==> src/rtl/prl_pkg.sv <==
// shared types, character codes and constants of the port range list parser
`timescale 1ns / 1ps

package prl_pkg;

    localparam int PORT_MAX_DEF = 65535;
    localparam int QUEUE_DEPTH  = 2;
    localparam int ACC_W        = 17;

    localparam logic [7:0] CHAR_ZERO  = 8'd48;
    localparam logic [7:0] CHAR_NINE  = 8'd57;
    localparam logic [7:0] CHAR_COMMA = 8'd44;
    localparam logic [7:0] CHAR_DASH  = 8'd45;
    localparam logic [7:0] CHAR_SPACE = 8'd32;
    localparam logic [7:0] CHAR_TAB   = 8'd9;
    localparam logic [7:0] CHAR_CR    = 8'd13;

    localparam logic [1:0] ST_RANGE  = 2'd0;
    localparam logic [1:0] ST_ENDED  = 2'd1;
    localparam logic [1:0] ST_SYNTAX = 2'd2;
    localparam logic [1:0] ST_VALUE  = 2'd3;

    typedef enum logic [2:0] {
        CL_DIGIT = 3'd0,
        CL_SPACE = 3'd1,
        CL_COMMA = 3'd2,
        CL_DASH  = 3'd3,
        CL_OTHER = 3'd4,
        CL_END   = 3'd5
    } char_class_t;

    typedef struct packed {
        char_class_t cls;
        logic [3:0]  digit;
    } token_t;

    typedef enum logic [7:0] {
        PH_START       = 8'b0000_0001,
        PH_FIRST_NUM   = 8'b0000_0010,
        PH_AFTER_LOW   = 8'b0000_0100,
        PH_AFTER_DASH  = 8'b0000_1000,
        PH_SECOND_NUM  = 8'b0001_0000,
        PH_AFTER_COMMA = 8'b0010_0000,
        PH_AFTER_HIGH  = 8'b0100_0000,
        PH_ERROR       = 8'b1000_0000
    } phase_t;

endpackage

==> src/rtl/prl_if.sv <==
// valid/ready channel interfaces for characters in and ranges out
`timescale 1ns / 1ps

interface prl_char_if;
    logic       valid;
    logic       ready;
    logic [7:0] char_code;
    logic       end_marker;

    modport source (output valid, output char_code, output end_marker, input ready);
    modport sink   (input valid, input char_code, input end_marker, output ready);
endinterface

interface prl_range_if;
    logic        valid;
    logic        ready;
    logic [15:0] port_low;
    logic [15:0] port_high;
    logic [1:0]  status;
    logic        done_res;

    modport source (output valid, output port_low, output port_high, output status,
                    output done_res, input ready);
    modport sink   (input valid, input port_low, input port_high, input status,
                    input done_res, output ready);
endinterface

==> src/rtl/prl_front.sv <==
// front end: accepts character words and classifies them into tokens
`timescale 1ns / 1ps

module prl_front (
    prl_char_if.sink      chars,
    input  logic          q_full,
    output logic          push,
    output prl_pkg::token_t push_token
);
    import prl_pkg::*;

    logic is_dig;
    logic is_sp;

    assign is_dig = (chars.char_code >= CHAR_ZERO) && (chars.char_code <= CHAR_NINE);
    assign is_sp  = (chars.char_code == CHAR_SPACE) ||
                    ((chars.char_code >= CHAR_TAB) && (chars.char_code <= CHAR_CR));

    assign chars.ready = !q_full;
    assign push        = chars.valid && !q_full;

    always_comb
    begin
        push_token.digit = chars.char_code[3:0] - CHAR_ZERO[3:0];
        if (chars.end_marker)
            push_token.cls = CL_END;
        else if (is_dig)
            push_token.cls = CL_DIGIT;
        else if (is_sp)
            push_token.cls = CL_SPACE;
        else if (chars.char_code == CHAR_COMMA)
            push_token.cls = CL_COMMA;
        else if (chars.char_code == CHAR_DASH)
            push_token.cls = CL_DASH;
        else
            push_token.cls = CL_OTHER;
    end

endmodule

==> src/rtl/prl_queue.sv <==
// short token queue between front end and parser back end
`timescale 1ns / 1ps

module prl_queue (
    input  logic            clk,
    input  logic            rst_n,
    input  logic            push,
    input  prl_pkg::token_t push_token,
    input  logic            pop,
    output logic            full,
    output logic            not_empty,
    output prl_pkg::token_t head
);
    import prl_pkg::*;

    localparam int PTR_W = (QUEUE_DEPTH > 1) ? $clog2(QUEUE_DEPTH) : 1;
    localparam int CNT_W = $clog2(QUEUE_DEPTH + 1);

    token_t             entries_reg [QUEUE_DEPTH];
    logic [PTR_W-1:0]   wr_ptr_reg, wr_ptr_next;
    logic [PTR_W-1:0]   rd_ptr_reg, rd_ptr_next;
    logic [CNT_W-1:0]   count_reg, count_next;

    assign full      = (count_reg == CNT_W'(QUEUE_DEPTH));
    assign not_empty = (count_reg != '0);
    assign head      = entries_reg[rd_ptr_reg];

    always_comb
    begin
        wr_ptr_next = wr_ptr_reg;
        rd_ptr_next = rd_ptr_reg;
        count_next  = count_reg;
        if (push)
            wr_ptr_next = (wr_ptr_reg == PTR_W'(QUEUE_DEPTH - 1)) ? '0 : wr_ptr_reg + 1'b1;
        if (pop)
            rd_ptr_next = (rd_ptr_reg == PTR_W'(QUEUE_DEPTH - 1)) ? '0 : rd_ptr_reg + 1'b1;
        if (push && !pop)
            count_next = count_reg + 1'b1;
        else if (pop && !push)
            count_next = count_reg - 1'b1;
    end

    always_ff @(posedge clk or negedge rst_n)
    begin
        if (!rst_n)
        begin
            wr_ptr_reg <= '0;
            rd_ptr_reg <= '0;
            count_reg  <= '0;
        end
        else
        begin
            wr_ptr_reg <= wr_ptr_next;
            rd_ptr_reg <= rd_ptr_next;
            count_reg  <= count_next;
        end
    end

    always_ff @(posedge clk)
    begin
        if (push)
            entries_reg[wr_ptr_reg] <= push_token;
    end

endmodule

==> src/rtl/prl_back.sv <==
// back end: range parser state machine with registered result word
`timescale 1ns / 1ps

module prl_back #(
    parameter int PORT_MAX = prl_pkg::PORT_MAX_DEF
) (
    input  logic            clk,
    input  logic            rst_n,
    input  logic            q_not_empty,
    input  prl_pkg::token_t head,
    output logic            pop,
    prl_range_if.source     ranges
);
    import prl_pkg::*;

    localparam logic [ACC_W-1:0] PMAX    = ACC_W'(PORT_MAX);
    localparam logic [ACC_W-1:0] PMAX_P1 = ACC_W'(PORT_MAX + 1);
    localparam logic [ACC_W+2:0] PMAX_W  = (ACC_W+3)'(PORT_MAX);

    phase_t            phase_reg, phase_next;
    logic [ACC_W-1:0]  first_reg, first_next;
    logic [ACC_W-1:0]  acc_reg, acc_next;

    logic              out_valid_reg, out_valid_next;
    logic [15:0]       lo_reg, hi_reg;
    logic [1:0]        st_reg;
    logic              done_reg;

    logic              emit;
    logic [15:0]       emit_lo, emit_hi;
    logic [1:0]        emit_st;
    logic              emit_done;
    logic [ACC_W+2:0]  acc_x10;

    assign pop     = q_not_empty && (!out_valid_reg || ranges.ready);
    assign acc_x10 = {acc_reg, 3'b000} + {2'b00, acc_reg, 1'b0} + (ACC_W+3)'(head.digit);

    always_comb
    begin
        phase_t           ph;
        logic [ACC_W-1:0] fv;
        logic             is_end;
        logic             handled;

        ph         = phase_reg;
        fv         = first_reg;
        is_end     = (head.cls == CL_END);
        handled    = 1'b0;
        phase_next = phase_reg;
        first_next = first_reg;
        acc_next   = acc_reg;
        emit       = 1'b0;
        emit_lo    = '0;
        emit_hi    = '0;
        emit_st    = ST_RANGE;
        emit_done  = 1'b0;

        if (phase_reg == PH_ERROR)
        begin
            handled = 1'b1;
            if (is_end)
            begin
                phase_next = PH_START;
                first_next = '0;
                acc_next   = '0;
            end
        end
        else if (phase_reg == PH_FIRST_NUM || phase_reg == PH_SECOND_NUM)
        begin
            if (head.cls == CL_DIGIT)
            begin
                handled  = 1'b1;
                acc_next = (acc_x10 > PMAX_W) ? PMAX_P1 : acc_x10[ACC_W-1:0];
            end
            else if (acc_reg > PMAX ||
                     (phase_reg == PH_SECOND_NUM && acc_reg < first_reg))
            begin
                // value error, checked before the ending character is looked at
                handled = 1'b1;
                emit    = 1'b1;
                emit_st = ST_VALUE;
            end
            else if (phase_reg == PH_FIRST_NUM)
            begin
                fv         = acc_reg;
                first_next = acc_reg;
                ph         = PH_AFTER_LOW;
                phase_next = PH_AFTER_LOW;
            end
            else
            begin
                ph         = PH_AFTER_HIGH;
                phase_next = PH_AFTER_HIGH;
            end
        end

        if (!handled)
        begin
            case (ph)
                PH_START, PH_AFTER_COMMA:
                begin
                    if (is_end)
                    begin
                        emit    = 1'b1;
                        emit_st = (ph == PH_AFTER_COMMA) ? ST_ENDED : ST_SYNTAX;
                    end
                    else if (head.cls == CL_SPACE)
                        phase_next = PH_START;
                    else if (head.cls == CL_DIGIT)
                    begin
                        acc_next   = ACC_W'(head.digit);
                        phase_next = PH_FIRST_NUM;
                    end
                    else
                    begin
                        emit    = 1'b1;
                        emit_st = ST_SYNTAX;
                    end
                end
                PH_AFTER_LOW:
                begin
                    if (is_end || head.cls == CL_COMMA)
                    begin
                        emit       = 1'b1;
                        emit_lo    = fv[15:0];
                        emit_hi    = fv[15:0];
                        phase_next = PH_AFTER_COMMA;
                    end
                    else if (head.cls == CL_DASH)
                        phase_next = PH_AFTER_DASH;
                    else if (head.cls != CL_SPACE)
                    begin
                        emit    = 1'b1;
                        emit_st = ST_SYNTAX;
                    end
                end
                PH_AFTER_DASH:
                begin
                    if (head.cls == CL_DIGIT)
                    begin
                        acc_next   = ACC_W'(head.digit);
                        phase_next = PH_SECOND_NUM;
                    end
                    else
                    begin
                        emit    = 1'b1;
                        emit_st = ST_SYNTAX;
                    end
                end
                PH_AFTER_HIGH:
                begin
                    if (is_end || head.cls == CL_COMMA)
                    begin
                        emit       = 1'b1;
                        emit_lo    = fv[15:0];
                        emit_hi    = acc_reg[15:0];
                        phase_next = PH_AFTER_COMMA;
                    end
                    else if (head.cls != CL_SPACE)
                    begin
                        emit    = 1'b1;
                        emit_st = ST_SYNTAX;
                    end
                end
                default:
                begin
                    emit    = 1'b1;
                    emit_st = ST_SYNTAX;
                end
            endcase
        end

        // errors park the parser until the end word; the end word always clears
        if (emit && emit_st != ST_RANGE && !is_end)
            phase_next = PH_ERROR;
        if (is_end)
        begin
            emit_done  = emit;
            phase_next = PH_START;
            first_next = '0;
            acc_next   = '0;
        end
    end

    always_comb
    begin
        out_valid_next = out_valid_reg;
        if (pop)
            out_valid_next = emit;
        else if (ranges.ready)
            out_valid_next = 1'b0;
    end

    always_ff @(posedge clk or negedge rst_n)
    begin
        if (!rst_n)
        begin
            phase_reg     <= PH_START;
            first_reg     <= '0;
            acc_reg       <= '0;
            out_valid_reg <= 1'b0;
        end
        else
        begin
            out_valid_reg <= out_valid_next;
            if (pop)
            begin
                phase_reg <= phase_next;
                first_reg <= first_next;
                acc_reg   <= acc_next;
            end
        end
    end

    always_ff @(posedge clk)
    begin
        if (pop && emit)
        begin
            lo_reg   <= emit_lo;
            hi_reg   <= emit_hi;
            st_reg   <= emit_st;
            done_reg <= emit_done;
        end
    end

    assign ranges.valid     = out_valid_reg;
    assign ranges.port_low  = lo_reg;
    assign ranges.port_high = hi_reg;
    assign ranges.status    = st_reg;
    assign ranges.done_res  = done_reg;

endmodule

==> src/rtl/port_range_list_parser.sv <==
// top level of the port range list parser
`timescale 1ns / 1ps

// Parses text such as "21-25,53,80" one character word per cycle, closed by an
// end-of-string word, and returns one word per finished range (low and high
// port) or one status word for a trailing comma, a syntax error or a bad port
// value. Throughput is one character word per clock while the token queue is
// not full: the front end classifies each word into a two-entry token queue,
// the back end state machine consumes one token per cycle while the result
// register is not held and loads that register. The input stalls only when the
// token queue is full, which happens when the result register is held by the
// downstream side. After an error, characters are dropped until the end word.

module port_range_list_parser #(
    parameter int PORT_MAX = prl_pkg::PORT_MAX_DEF
) (
    input  logic         clk,
    input  logic         rst_n,
    prl_char_if.sink     chars,
    prl_range_if.source  ranges
);
    import prl_pkg::*;

    logic   push;
    logic   pop;
    logic   q_full;
    logic   q_not_empty;
    token_t push_token;
    token_t head;

    prl_front u_front (
        .chars      (chars),
        .q_full     (q_full),
        .push       (push),
        .push_token (push_token)
    );

    prl_queue u_queue (
        .clk        (clk),
        .rst_n      (rst_n),
        .push       (push),
        .push_token (push_token),
        .pop        (pop),
        .full       (q_full),
        .not_empty  (q_not_empty),
        .head       (head)
    );

    prl_back #(
        .PORT_MAX (PORT_MAX)
    ) u_back (
        .clk         (clk),
        .rst_n       (rst_n),
        .q_not_empty (q_not_empty),
        .head        (head),
        .pop         (pop),
        .ranges      (ranges)
    );

endmodule
==> src/flat_wrapper.sv <==
// flat-port wrapper written by rule: the top's interface ports become plain ports
module port_range_list_parser_flat import prl_pkg::*;
#(
    parameter int PORT_MAX = prl_pkg::PORT_MAX_DEF
)
  (clk, rst_n, chars_valid, chars_char_code, chars_end_marker, chars_ready, ranges_valid, ranges_port_low, ranges_port_high, ranges_status, ranges_done_res, ranges_ready);
  prl_char_if chars_i ();
  prl_range_if ranges_i ();
  input  logic clk;
  input  logic rst_n;
  input wire logic [$bits(chars_i.valid)-1:0] chars_valid;
  input wire logic [$bits(chars_i.char_code)-1:0] chars_char_code;
  input wire logic [$bits(chars_i.end_marker)-1:0] chars_end_marker;
  output wire logic [$bits(chars_i.ready)-1:0] chars_ready;
  output wire logic [$bits(ranges_i.valid)-1:0] ranges_valid;
  output wire logic [$bits(ranges_i.port_low)-1:0] ranges_port_low;
  output wire logic [$bits(ranges_i.port_high)-1:0] ranges_port_high;
  output wire logic [$bits(ranges_i.status)-1:0] ranges_status;
  output wire logic [$bits(ranges_i.done_res)-1:0] ranges_done_res;
  input wire logic [$bits(ranges_i.ready)-1:0] ranges_ready;
  assign chars_i.valid = chars_valid;
  assign chars_i.char_code = chars_char_code;
  assign chars_i.end_marker = chars_end_marker;
  assign chars_ready = chars_i.ready;
  assign ranges_valid = ranges_i.valid;
  assign ranges_port_low = ranges_i.port_low;
  assign ranges_port_high = ranges_i.port_high;
  assign ranges_status = ranges_i.status;
  assign ranges_done_res = ranges_i.done_res;
  assign ranges_i.ready = ranges_ready;
  port_range_list_parser #(.PORT_MAX(PORT_MAX)) u_core (.clk(clk), .rst_n(rst_n), .chars(chars_i), .ranges(ranges_i));
endmodule
==> config.mk <==
export PLATFORM = sky130hd
export DESIGN_NAME = port_range_list_parser_flat
export DESIGN_NICKNAME = d
export VERILOG_FILES = /design/src/rtl/prl_pkg.sv /design/src/rtl/prl_if.sv /design/src/rtl/prl_front.sv /design/src/rtl/prl_queue.sv /design/src/rtl/prl_back.sv /design/src/rtl/port_range_list_parser.sv /design/src/flat_wrapper.sv
export SDC_FILE = /design/constraint.sdc
export NUM_CORES = 1
export LEC_CHECK = 0
export ABC_AREA = 1
export BUFFER_PORTS_ARGS = -buffer_cell sky130_fd_sc_hd__clkbuf_2
export CAP_MARGIN = 25
export CORE_AREA = 4 4 122 101
export CTS_CLUSTER_DIAMETER = 200
export DETAILED_ROUTE_END_ITERATION = 8
export DIE_AREA = 0 0 126 105
export HOLD_SLACK_MARGIN = 0.06
export PLACE_DENSITY = 0.81
export SLEW_MARGIN = 20
export SYNTH_ARGS = -nofsm -noshare
export SYNTH_HDL_FRONTEND = slang
export SYNTH_HIERARCHICAL = 1
export SYNTH_SLANG_ARGS = --single-unit
==> constraint.sdc <==
create_clock -name clk -period 7.2 [get_ports clk]
set_input_delay 1.44 -clock clk [delete_from_list [all_inputs] [get_ports clk]]
set_output_delay 1.44 -clock clk [all_outputs]
set_load 0.03 [all_outputs]
==> results of run 1 <==
## worst min path at each step
stage | endpoint | slack (ns) | cells after the start
after detailed placement | u_core/u_queue/count_reg[1]$_DFFE_PN0P_ | 0.48 | 2
after CTS | u_core/u_queue/count_reg[1]$_DFFE_PN0P_ | 0.50 | 2
after floorplan | u_core/u_queue/count_reg[1]$_DFFE_PN0P_ | 0.44 | 2
final | u_core/u_queue/count_reg[1]$_DFFE_PN0P_ | 0.49 | 2
after global placement | u_core/u_queue/count_reg[1]$_DFFE_PN0P_ | 0.46 | 2
after global routing | u_core/u_queue/count_reg[1]$_DFFE_PN0P_ | 0.51 | 2
## per-stage QoR
step                      std cells  hold WS [ns]
after global routing            966         0.513
final                           966         0.492
after floorplan                 771         0.442
after detailed placement        950         0.477
after CTS                       966         0.496
after global placement          950         0.457
## synthesized netlist by cell type (2+ instances only)
| cell | number |
|---|---|
| o21ai_1 | 9 |
| ha_1 | 50 |
| nand2_1 | 154 |
| nor2_4 | 7 |
| nand2_4 | 4 |
| a31oi_1 | 3 |
| buf_2 | 4 |
| buf_4 | 4 |
| o22ai_1 | 18 |
| nand2_2 | 11 |
| edfxtp_1 | 49 |
| a21oi_1 | 52 |
| o21ai_0 | 53 |
| clkbuf_1 | 10 |
| or2_2 | 14 |
| nor2_1 | 55 |
| nand3_4 | 3 |
| inv_2 | 13 |
| nand3_1 | 34 |
| dfrtp_1 | 46 |
| or2_1 | 2 |
| fa_1 | 2 |
| mux2_4 | 7 |
| nor3_1 | 7 |
| nor4_1 | 3 |
| xor2_1 | 8 |
| nand4_4 | 2 |
| inv_1 | 87 |
| xnor2_1 | 8 |
| nand3_2 | 7 |
| nor2_2 | 3 |
| o211ai_1 | 13 |
| nand4_1 | 8 |
| clkinv_1 | 3 |
| o21bai_1 | 3 |
| buf_6 | 3 |
## logic make-up (layout without fill, tap and decap cells)
group / count (synthesis) / after routing
and+or+nand+nor: 316 / 316
AOI/OAI and AO/OA: 158 / 158
buffers and inverters: 126 / 173
DFF: 96 / 96
adders and majority gates: 52 / 52
xor gates and xnor gates: 16 / 16
muxes: 7 / 7
## layout make-up
cell class | instances | area [um2]
Clock buffer | 9 | 225
Clock inverter | 7 | 68.8
Fill cell | 942 | 4050
Inverter | 104 | 393
Multi-Input combinational cell | 549 | 3360
Sequential cell | 96 | 2650
Tap cell | 148 | 185
Timing Repair Buffer | 53 | 275
## layer usage
metal | vias up | share of wire, % | routed length (um) | GRT usage, %
li1 | 2692 | - | - | -
met1 | 2500 | 46 | 6730 | 30.9
met2 | 207 | 45 | 6620 | 36.9
met3 | 14 | 7.4 | 1080 | 4.19
met4 | 0 | 0.94 | 137 | 5.97
met5 | - | 0 | 0 | 0
## where the power goes
group,switching [uW],internal (uW),total [uW]
clock network,224,245,469
registers,132,823,955
logic,1110,478,1590
total,1470,1550,3010
## placed cells by master (no fill, tap or decap), types with 9 or more instances in the layout
cell type / n
o21ai_0: 53
inv_1: 87
edfxtp_1: 49
clkbuf_2: 49
nand3_1: 34
ha_1: 50
nor2_1: 55
o21ai_1: 9
o22ai_1: 18
nand2_2: 11
dfrtp_1: 46
nand2_1: 154
inv_2: 13
clkbuf_16: 9
a21oi_1: 52
or2_2: 14
o211ai_1: 13
## worst max-delay path: stages, from the launching register on
cell,delay (ns)
dfrtp_1,0.60
mux2_4,0.35
nor2_1,0.11
inv_1,0.08
nor2_1,0.25
inv_2,0.19
nand4_4,0.38
nand3_2,0.17
nor2_4,0.39
nor2_4,0.08
inv_1,0.07
nand3_1,0.07
nand3_1,0.07
nand2_1,0.07
nand2_1,0.07
nand2_2,0.09
inv_2,0.50
==> reports/summary.txt, run 1 <==
Async S/R FF share, synth - 49.0%
full die area - 13200 um2
initial antenna violation count - 0
Place WS - 3.33 ns
global-route wire length before repair - 24700 um
Max H-tree Level - 3
status - complete, no violations
# rows - 35
leakage - 0.00335 uW
die height - 105 um
critical path capture point type - register
VDD IR-drop max - 0.000181 V
multiplexer share of the synthesized area - 1.61%
Post-Syn Nets - 836
EDFF count, synth - 49
register clock-pin slew on the reported worst setup and hold paths - 0.08 ns
worst-path fanout max - 35
Longest Clk Path Bufs - 2
CP arrival - 3.92 ns
global-route usage over all layers - 22.5%
TritonCTS clock tree - built
syn avg cell area - 8.47 um2
Detail Route Antenna Nets - 0
distinct cell type count after synthesis - 48
number of hold buffers added after cts - 0
startpoint class of the critical path - register
Top FF cell, synth - edfxtp_1
leading area contributor after synthesis - edfxtp_1
max_slew headroom - 56.1%
Fin Setup TNS - 0 ns
GPL Wtd Cong - 0.995
via count - 5413
xor and xnor area share after synthesis - 2.15%
Critical path origin - u_core/u_queue/rd_ptr_reg$_DFFE_PN0P_
layout cells sized above 1 - 17.8%
Adder-Cell Fraction of Synth Area - 10.2%
DRC viols - 0
PostCTS Resize Cnt - 0
complex-gate fraction of the synthesized area - 13.6%
pin count of the biggest net entering global routing - 48
1st-pass router iterations - 5
clk root buf - clkbuf_16
IO Pins - 50
number of DRC markers in iteration 0 - 492
r2r endpoint - u_core/u_back/ranges.port_low[10]$_SDFFCE_PP0P_
Worst Hold Class - register to register
post-route core utilization - 63.9%
RSZ-0062 raised after global routing - no
Area after DPL - 6860 um2
min Tclk post-route - 3.94 ns
Port Buffers - 49
Post-Route WL - 14600 um
initial core utilization - 58.2%
ranking of synthesized cells by area - edfxtp_1 23%, dfrtp_1 18%, ha_1 9.6%
CP Class - register to register
hold path start - u_core/u_queue/count_reg[1]$_DFFE_PN0P_
vias in the first global route - 5225
postcts setup bufs - 0
via/cell ratio - 5.60
simple-gate area share of the yosys netlist - 24.0%
CTS sink cnt - 96
Least-Margin Pin Slew - 0.657 ns
post-route cell area - 7160 um2
hpwl dp - 11300 um
worst clock skew - 0.0115 ns
yosys warns - 6
CP required - 7.18 ns
Synth Cell Area - 6530 um2
DR WL/cell - 15.1 um
Yosys top cell area share - 22.5%
clock latency on the worst-skew pair - 0.35 ns
Reg2Reg Depth - 16
# diodes - 0
Layout area overhead - 9.64%
pwr dens - 421 nW/um2
cells after synthesis - 771
Num CTS Buffers - 9
Final WS setup - 3.26 ns
final hold viol count - 0
Final period util - 54.7%
Reg-to-Reg Start - u_core/u_queue/rd_ptr_reg$_DFFE_PN0P_
slack of the worst reg-to-reg path - 3.26 ns
sequential area share after synthesis - 40.6%
chip width - 126 um
Yosys reg bits - 96
Core ar. - 11200 um2
critical path capture point - u_core/u_back/ranges.port_low[10]$_SDFFCE_PP0P_
fmax - 254 MHz
Final Max Tran Viols - 0
global route overflow - 0
total power - 3010 uW
largest family of logic cells by synthesized area - simple AND/OR/NAND/NOR gates
nets - 878
Max Cap Violations - 0
setup violators final - 0
No activity file was read; power rests on OpenSTA's default activity.
==> run 2: changes to the inputs <==
--- a/config.mk
+++ b/config.mk
@@ -5,15 +5,15 @@
 export SDC_FILE = /design/constraint.sdc
 export NUM_CORES = 1
 export LEC_CHECK = 0
-export ABC_AREA = 1
+export ABC_AREA = 0
 export BUFFER_PORTS_ARGS = -buffer_cell sky130_fd_sc_hd__clkbuf_2
 export CAP_MARGIN = 25
-export CORE_AREA = 4 4 122 101
+export CORE_AREA = 4 4 118 98
 export CTS_CLUSTER_DIAMETER = 200
 export DETAILED_ROUTE_END_ITERATION = 8
-export DIE_AREA = 0 0 126 105
+export DIE_AREA = 0 0 122 102
 export HOLD_SLACK_MARGIN = 0.06
-export PLACE_DENSITY = 0.81
+export PLACE_DENSITY = 0.82
 export SLEW_MARGIN = 20
 export SYNTH_ARGS = -nofsm -noshare
 export SYNTH_HDL_FRONTEND = slang
==> constraint.sdc (replaced) <==
create_clock -name clk -period 4.1 [get_ports clk]
set_input_delay 0.82 -clock clk [delete_from_list [all_inputs] [get_ports clk]]
set_output_delay 0.82 -clock clk [all_outputs]
set_load 0.03 [all_outputs]
==> run 2 against run 1 <==
Compared with the run above: cell count decreased by 15%; largest power group unchanged; critical path type unchanged; register-to-register slack got worse by 3.0 ns; via count decreased by 6.8%; highest routed layer unchanged.
==> reports/summary.txt, run 2 <==
status - complete, no violations
pwr dens - 568 nW/um2
min Tclk post-route - 3.86 ns
Final period util - 94.1%
worst clock skew - 0.0102 ns
chip width - 122 um
initial core utilization - 58.1%
Core ar. - 10500 um2
Post-Route WL - 14500 um
1st-pass router iterations - 5
CTS sink cnt - 96
TritonCTS clock tree - built
slack of the worst reg-to-reg path - 0.24 ns
setup violators final - 0
Reg2Reg Depth - 14
critical path capture point - u_core/u_back/acc_reg[0]$_DFFE_PN0P_
clk root buf - clkbuf_16
Final WS setup - 0.241 ns
number of DRC markers in iteration 0 - 519
startpoint class of the critical path - register
Post-Syn Nets - 687
synth cell count leaders - 85 x nand2_1, 50 x ha_1, 49 x edfxtp_1
commonest cells after routing, fill and taps aside - 85 x nand2_1, 50 x ha_1, 49 x clkbuf_2, 49 x edfxtp_1, 47 x a21oi_1
# diodes - 0
Num CTS Buffers - 9
Yosys reg bits - 96
count leader, synth - nand2_1
Max H-tree Level - 3
final hold viol count - 0
CP required - 4.36 ns
number of hold buffers added after cts - 0
Synth Cell Area - 6110 um2
VDD IR-drop max - 0.000260 V
Least-Margin Pin Slew - 0.807 ns
CP arrival - 4.12 ns
DRC viols - 0
critical path capture point type - register
clock latency on the worst-skew pair - 0.36 ns
full die area - 12400 um2
Detail Route Antenna Nets - 0
Longest Clk Path Bufs - 2
global route overflow - 0
CP Class - register to register
max_slew headroom - 46.2%
nets - 733
pin count of the biggest net entering global routing - 36
register clock-pin slew on the reported worst setup and hold paths - 0.07 ns
worst-path fanout max - 8
Reg-to-Reg Start - u_core/u_queue/rd_ptr_reg$_DFFE_PN0P_
IO Pins - 50
post-route cell area - 6810 um2
commonest non-fill, non-tap cell in the layout - nand2_1
hpwl dp - 10500 um
global-route usage over all layers - 24.2%
Port Buffers - 49
Top FF cell, synth - edfxtp_1
cells after synthesis - 622
RSZ-0062 raised after global routing - no
Yosys top cell area share - 24.1%
layout cells sized above 1 - 16.5%
leakage - 0.00296 uW
vias in the first global route - 4804
Place WS - 0.0140 ns
Fin Setup TNS - 0 ns
Async S/R FF share, synth - 49.0%
Worst Hold Class - register to register
total power - 3870 uW
fmax - 259 MHz
r2r endpoint - u_core/u_back/acc_reg[0]$_DFFE_PN0P_
via count - 5046
# rows - 34
GPL Wtd Cong - 0.949
filler instances - 836
yosys warns - 6
Area after DPL - 6500 um2
Final Max Tran Viols - 0
Critical path origin - u_core/u_queue/rd_ptr_reg$_DFFE_PN0P_
Layout area overhead - 11.5%
global-route wire length before repair - 23600 um
sequential area share after synthesis - 43.4%
worst hold slack - 0.488 ns
syn avg cell area - 9.82 um2
leading area contributor after synthesis - edfxtp_1
die height - 102 um
via/cell ratio - 6.18
distinct cell type count after synthesis - 74
DR WL/cell - 17.7 um
EDFF count, synth - 49
initial antenna violation count - 0
ranking of synthesized cells by area - edfxtp_1 24%, dfrtp_1 19%, ha_1 10%
Max Cap Violations - 0
run 2: worst max-delay path, stage by stage, from the launching register on:
cell	delay, ns
dfrtp_1	0.49
mux2_2	0.30
inv_1	0.06
fa_1	0.53
inv_1	0.07
fa_1	0.46
a21o_1	0.20
a21oi_1	0.23
o211ai_1	0.22
o31ai_2	0.32
a31oi_1	0.16
xnor2_1	0.24
buf_4	0.17
nand3_1	0.09
o31ai_1	0.23
run 2: how the worst min path moves through the flow:
stage,slack (ns),to,cells past startpoint,start
after detailed placement,0.48,u_core/u_queue/wr_ptr_reg$_DFFE_PN0P_,1,u_core/u_queue/wr_ptr_reg$_DFFE_PN0P_
after global placement,0.47,u_core/u_queue/count_reg[1]$_DFFE_PN0P_,1,u_core/u_queue/count_reg[1]$_DFFE_PN0P_
after floorplan,0.45,u_core/u_queue/count_reg[1]$_DFFE_PN0P_,1,u_core/u_queue/count_reg[1]$_DFFE_PN0P_
final,0.49,u_core/u_queue/wr_ptr_reg$_DFFE_PN0P_,1,u_core/u_queue/wr_ptr_reg$_DFFE_PN0P_
after CTS,0.49,u_core/u_queue/wr_ptr_reg$_DFFE_PN0P_,1,u_core/u_queue/wr_ptr_reg$_DFFE_PN0P_
after global routing,0.51,u_core/u_queue/wr_ptr_reg$_DFFE_PN0P_,1,u_core/u_queue/wr_ptr_reg$_DFFE_PN0P_
run 2: cell families (layout without fill, tap and decap cells):
family | after synthesis | after routing | share of synthesized area, %
compound gates | 176 | 176 | 19.7
xor+xnor | 21 | 21 | 3.01
flops | 96 | 96 | 43.4
fa+ha+maj | 52 | 52 | 10.9
mux | 8 | 8 | 1.45
simple gates | 209 | 209 | 17.1
buf+inv | 60 | 111 | 4.53
run 2: through the flow:
step	instances	utilization (%)
after CTS	817	64.7
final	817	64.8
after global routing	817	64.8
after global placement	800	61.8
after floorplan	622	-
after detailed placement	800	61.8
run 2: timing repair:
action | 4_1_cts | 5_1_grt
buffers inserted | 1 | 0
setup endpoints to repair | 12 | 17
pin swaps | 1 | 0
resized for setup | 0 | 2
run 2: cell type report:
cell class,count,area [um2],area share [%]
Clock inverter,7,72.6,1.07
Inverter,30,113,1.65
Clock buffer,9,225,3.31
Timing Repair Buffer,65,378,5.55
Tap cell,144,180,2.65
Sequential cell,96,2650,38.9
Multi-Input combinational cell,466,3190,46.9
run 2: power by group:
group | leakage [uW] | switching [uW] | internal [uW]
Clock | 0.000143 | 397 | 429
Sequential | 0.00111 | 123 | 1340
Combinational | 0.00170 | 1100 | 476
run 2: metal layers:
layer	part of all wire [%]	wire [um]	vias to the layer above	global-route usage, %
met5	0	0	-	0
met4	1.9	277	0	9.04
met3	7.6	1100	27	4.93
met2	46	6650	197	38.6
met1	44	6420	2440	32.9
li1	-	-	2382	-
==> run 3: changes to the inputs <==
--- a/config.mk
+++ b/config.mk
@@ -13,7 +13,7 @@
 export DETAILED_ROUTE_END_ITERATION = 8
 export DIE_AREA = 0 0 122 102
 export HOLD_SLACK_MARGIN = 0.06
-export PLACE_DENSITY = 0.82
+export PLACE_DENSITY = 0.83
 export SLEW_MARGIN = 20
 export SYNTH_ARGS = -nofsm -noshare
 export SYNTH_HDL_FRONTEND = slang
==> run 3 against run 2 <==
Compared with the run above: combinational power hardly changed; final area is 0.31% lower; utilization is 0.20 points lower; global-route usage is 0.18 points lower; critical endpoint is now u_core/u_back/acc_reg[1]$_DFFE_PN0P_; clock skew is 0.00067 ns lower; largest power group unchanged; sequential share of layout area is 0.12 points higher; setup slack worse by 0.13 ns.
==> reports/summary.txt, run 3 (synthesis results as in run 2) <==
Reg-to-Reg Start - u_core/u_queue/rd_ptr_reg$_DFFE_PN0P_
min Tclk post-route - 3.99 ns
global route overflow - 0
status - complete, no violations
hold depth - 1
Port Buffers - 49
slack of the worst reg-to-reg path - 0.11 ns
global-route usage over all layers - 24.0%
DR WL/cell - 18.2 um
initial core utilization - 58.1%
IO Pins - 50
commonest non-fill, non-tap cell in the layout - nand2_1
leakage - 0.00295 uW
via count - 5126
Final Max Tran Viols - 0
CP arrival - 4.23 ns
Max H-tree Level - 3
# diodes - 0
Layout area overhead - 11.2%
via/cell ratio - 6.28
clock latency on the worst-skew pair - 0.35 ns
pwr dens - 569 nW/um2
worst-path fanout max - 8
layout cells sized above 1 - 16.4%
WP buf/inv - 3
clk root buf - clkbuf_16
crit-path max cell delay - 0.53 ns
GPL Wtd Cong - 1.01
pin count of the biggest net entering global routing - 36
chip width - 122 um
Num CTS Buffers - 9
critical path capture point - u_core/u_back/acc_reg[1]$_DFFE_PN0P_
full die area - 12400 um2
post-route core utilization - 64.6%
critical path capture point type - register
placed cells - 799
setup violators final - 0
Reg2Reg Depth - 14
number of DRC markers in iteration 0 - 515
nets - 732
initial antenna violation count - 0
register clock-pin slew on the reported worst setup and hold paths - 0.07 ns
Final period util - 97.4%
Core ar. - 10500 um2
worst clock skew - 0.00951 ns
crit-path cells - mux2_2 > inv_1 > fa_1 > inv_1 > fa_1 > a21o_1 > a21oi_1 > o211ai_1 > o31ai_2 > a31oi_1 > xnor2_1 > buf_4 > nand4_1 > a31oi_1
Max Cap Violations - 0
Worst Hold Class - register to register
slowest CP cell - fa_1
VDD IR-drop max - 0.000235 V
Critical path origin - u_core/u_queue/rd_ptr_reg$_DFFE_PN0P_
1st-pass router iterations - 5
vias in the first global route - 4876
CTS sink cnt - 96
final hold viol count - 0
CP required - 4.34 ns
max_slew headroom - 51.3%
fmax - 250 MHz
CP Class - register to register
CP top delay family - compound AO/OA/AOI/OAI gates
filler instances - 826
RSZ-0062 raised after global routing - no
Least-Margin Pin Slew - 0.731 ns
Layout Cells excl Fill - 816
Post-Route WL - 14900 um
die height - 102 um
number of stages on the worst setup path - 14
number of hold buffers added after cts - 0
Detail Route Antenna Nets - 0
commonest cells after routing, fill and taps aside - 85 x nand2_1, 50 x ha_1, 49 x clkbuf_2, 49 x edfxtp_1, 47 x a21oi_1
# rows - 34
startpoint class of the critical path - register
r2r endpoint - u_core/u_back/acc_reg[1]$_DFFE_PN0P_
hpwl dp - 10500 um
global-route wire length before repair - 23700 um
total power - 3860 uW
DRC viols - 0
TritonCTS clock tree - built
Longest Clk Path Bufs - 2
-- run 3: cell types whose count changed in the layout (fill, tap and decap cells not counted), sizes merged --
cell  change
buf       -1
-- run 3: worst min path at each step --
stage | from | end | slack, ns
detailed placement | u_core/u_queue/count_reg[1]$_DFFE_PN0P_ | u_core/u_queue/count_reg[1]$_DFFE_PN0P_ | 0.47
finish | u_core/u_queue/count_reg[1]$_DFFE_PN0P_ | u_core/u_queue/count_reg[1]$_DFFE_PN0P_ | 0.48
global placement | u_core/u_queue/count_reg[1]$_DFFE_PN0P_ | u_core/u_queue/count_reg[1]$_DFFE_PN0P_ | 0.46
floorplan | u_core/u_queue/count_reg[1]$_DFFE_PN0P_ | u_core/u_queue/count_reg[1]$_DFFE_PN0P_ | 0.45
global route | u_core/u_queue/wr_ptr_reg$_DFFE_PN0P_ | u_core/u_queue/wr_ptr_reg$_DFFE_PN0P_ | 0.51
CTS | u_core/u_queue/count_reg[1]$_DFFE_PN0P_ | u_core/u_queue/count_reg[1]$_DFFE_PN0P_ | 0.48
-- run 3: area by class of cell --
| cell class | count | area [um2] | share of cell area, % |
|---|---|---|---|
| clock buffer | 9 | 225 | 3.32 |
| clock inverter | 7 | 71.3 | 1.05 |
| inverter | 30 | 113 | 1.66 |
| multi-input combinational | 466 | 3190 | 47.0 |
| sequential | 96 | 2650 | 39.0 |
| tap | 144 | 180 | 2.65 |
| timing repair buffer | 64 | 358 | 5.27 |
-- run 3: report_power, final --
| part | total, uW | switching (uW) | internal [uW] |
|---|---|---|---|
| Sequential | 1470 | 126 | 1340 |
| Combinational | 1570 | 1120 | 457 |
| Clock | 823 | 394 | 429 |
-- run 3: stage by stage --
step	cell area (um2)	hold WS (ns)	TNS (ns)	setup WS, ns
2_1_floorplan	6110	0.449	0	0.326
4_1_cts	6780	0.483	0	0.0763
5_1_grt	6790	0.513	0	0.00538
6_report	6790	0.479	0	0.108
3_5_place_dp	6480	0.473	-0.0106	-0.0106
3_3_place_gp	6480	0.465	0	0.215
-- run 3: worst reg2reg max path, stage by stage (launching register included) --
cell and delay [ns]:
dfrtp_1 0.49, mux2_2 0.29, inv_1 0.06, fa_1 0.53, inv_1 0.07, fa_1 0.47
a21o_1 0.21, a21oi_1 0.23, o211ai_1 0.24, o31ai_2 0.33, a31oi_1 0.17, xnor2_1 0.22
buf_4 0.17, nand4_1 0.13, a31oi_1 0.29
-- run 3: routing by layer --
layer / track usage [%] / share of wire, %
met1: 31.9 / 43
met2: 40.1 / 47
met3: 5.53 / 8.5
met4: 6.29 / 1.7
met5: 0 / 0
-- run 3: repair_timing --
action | in CTS | in global routing
pin swaps | 1 | 0
resized for setup | 0 | 2
setup buffers | 1 | 0
endpoints found under the setup margin | 12 | 15
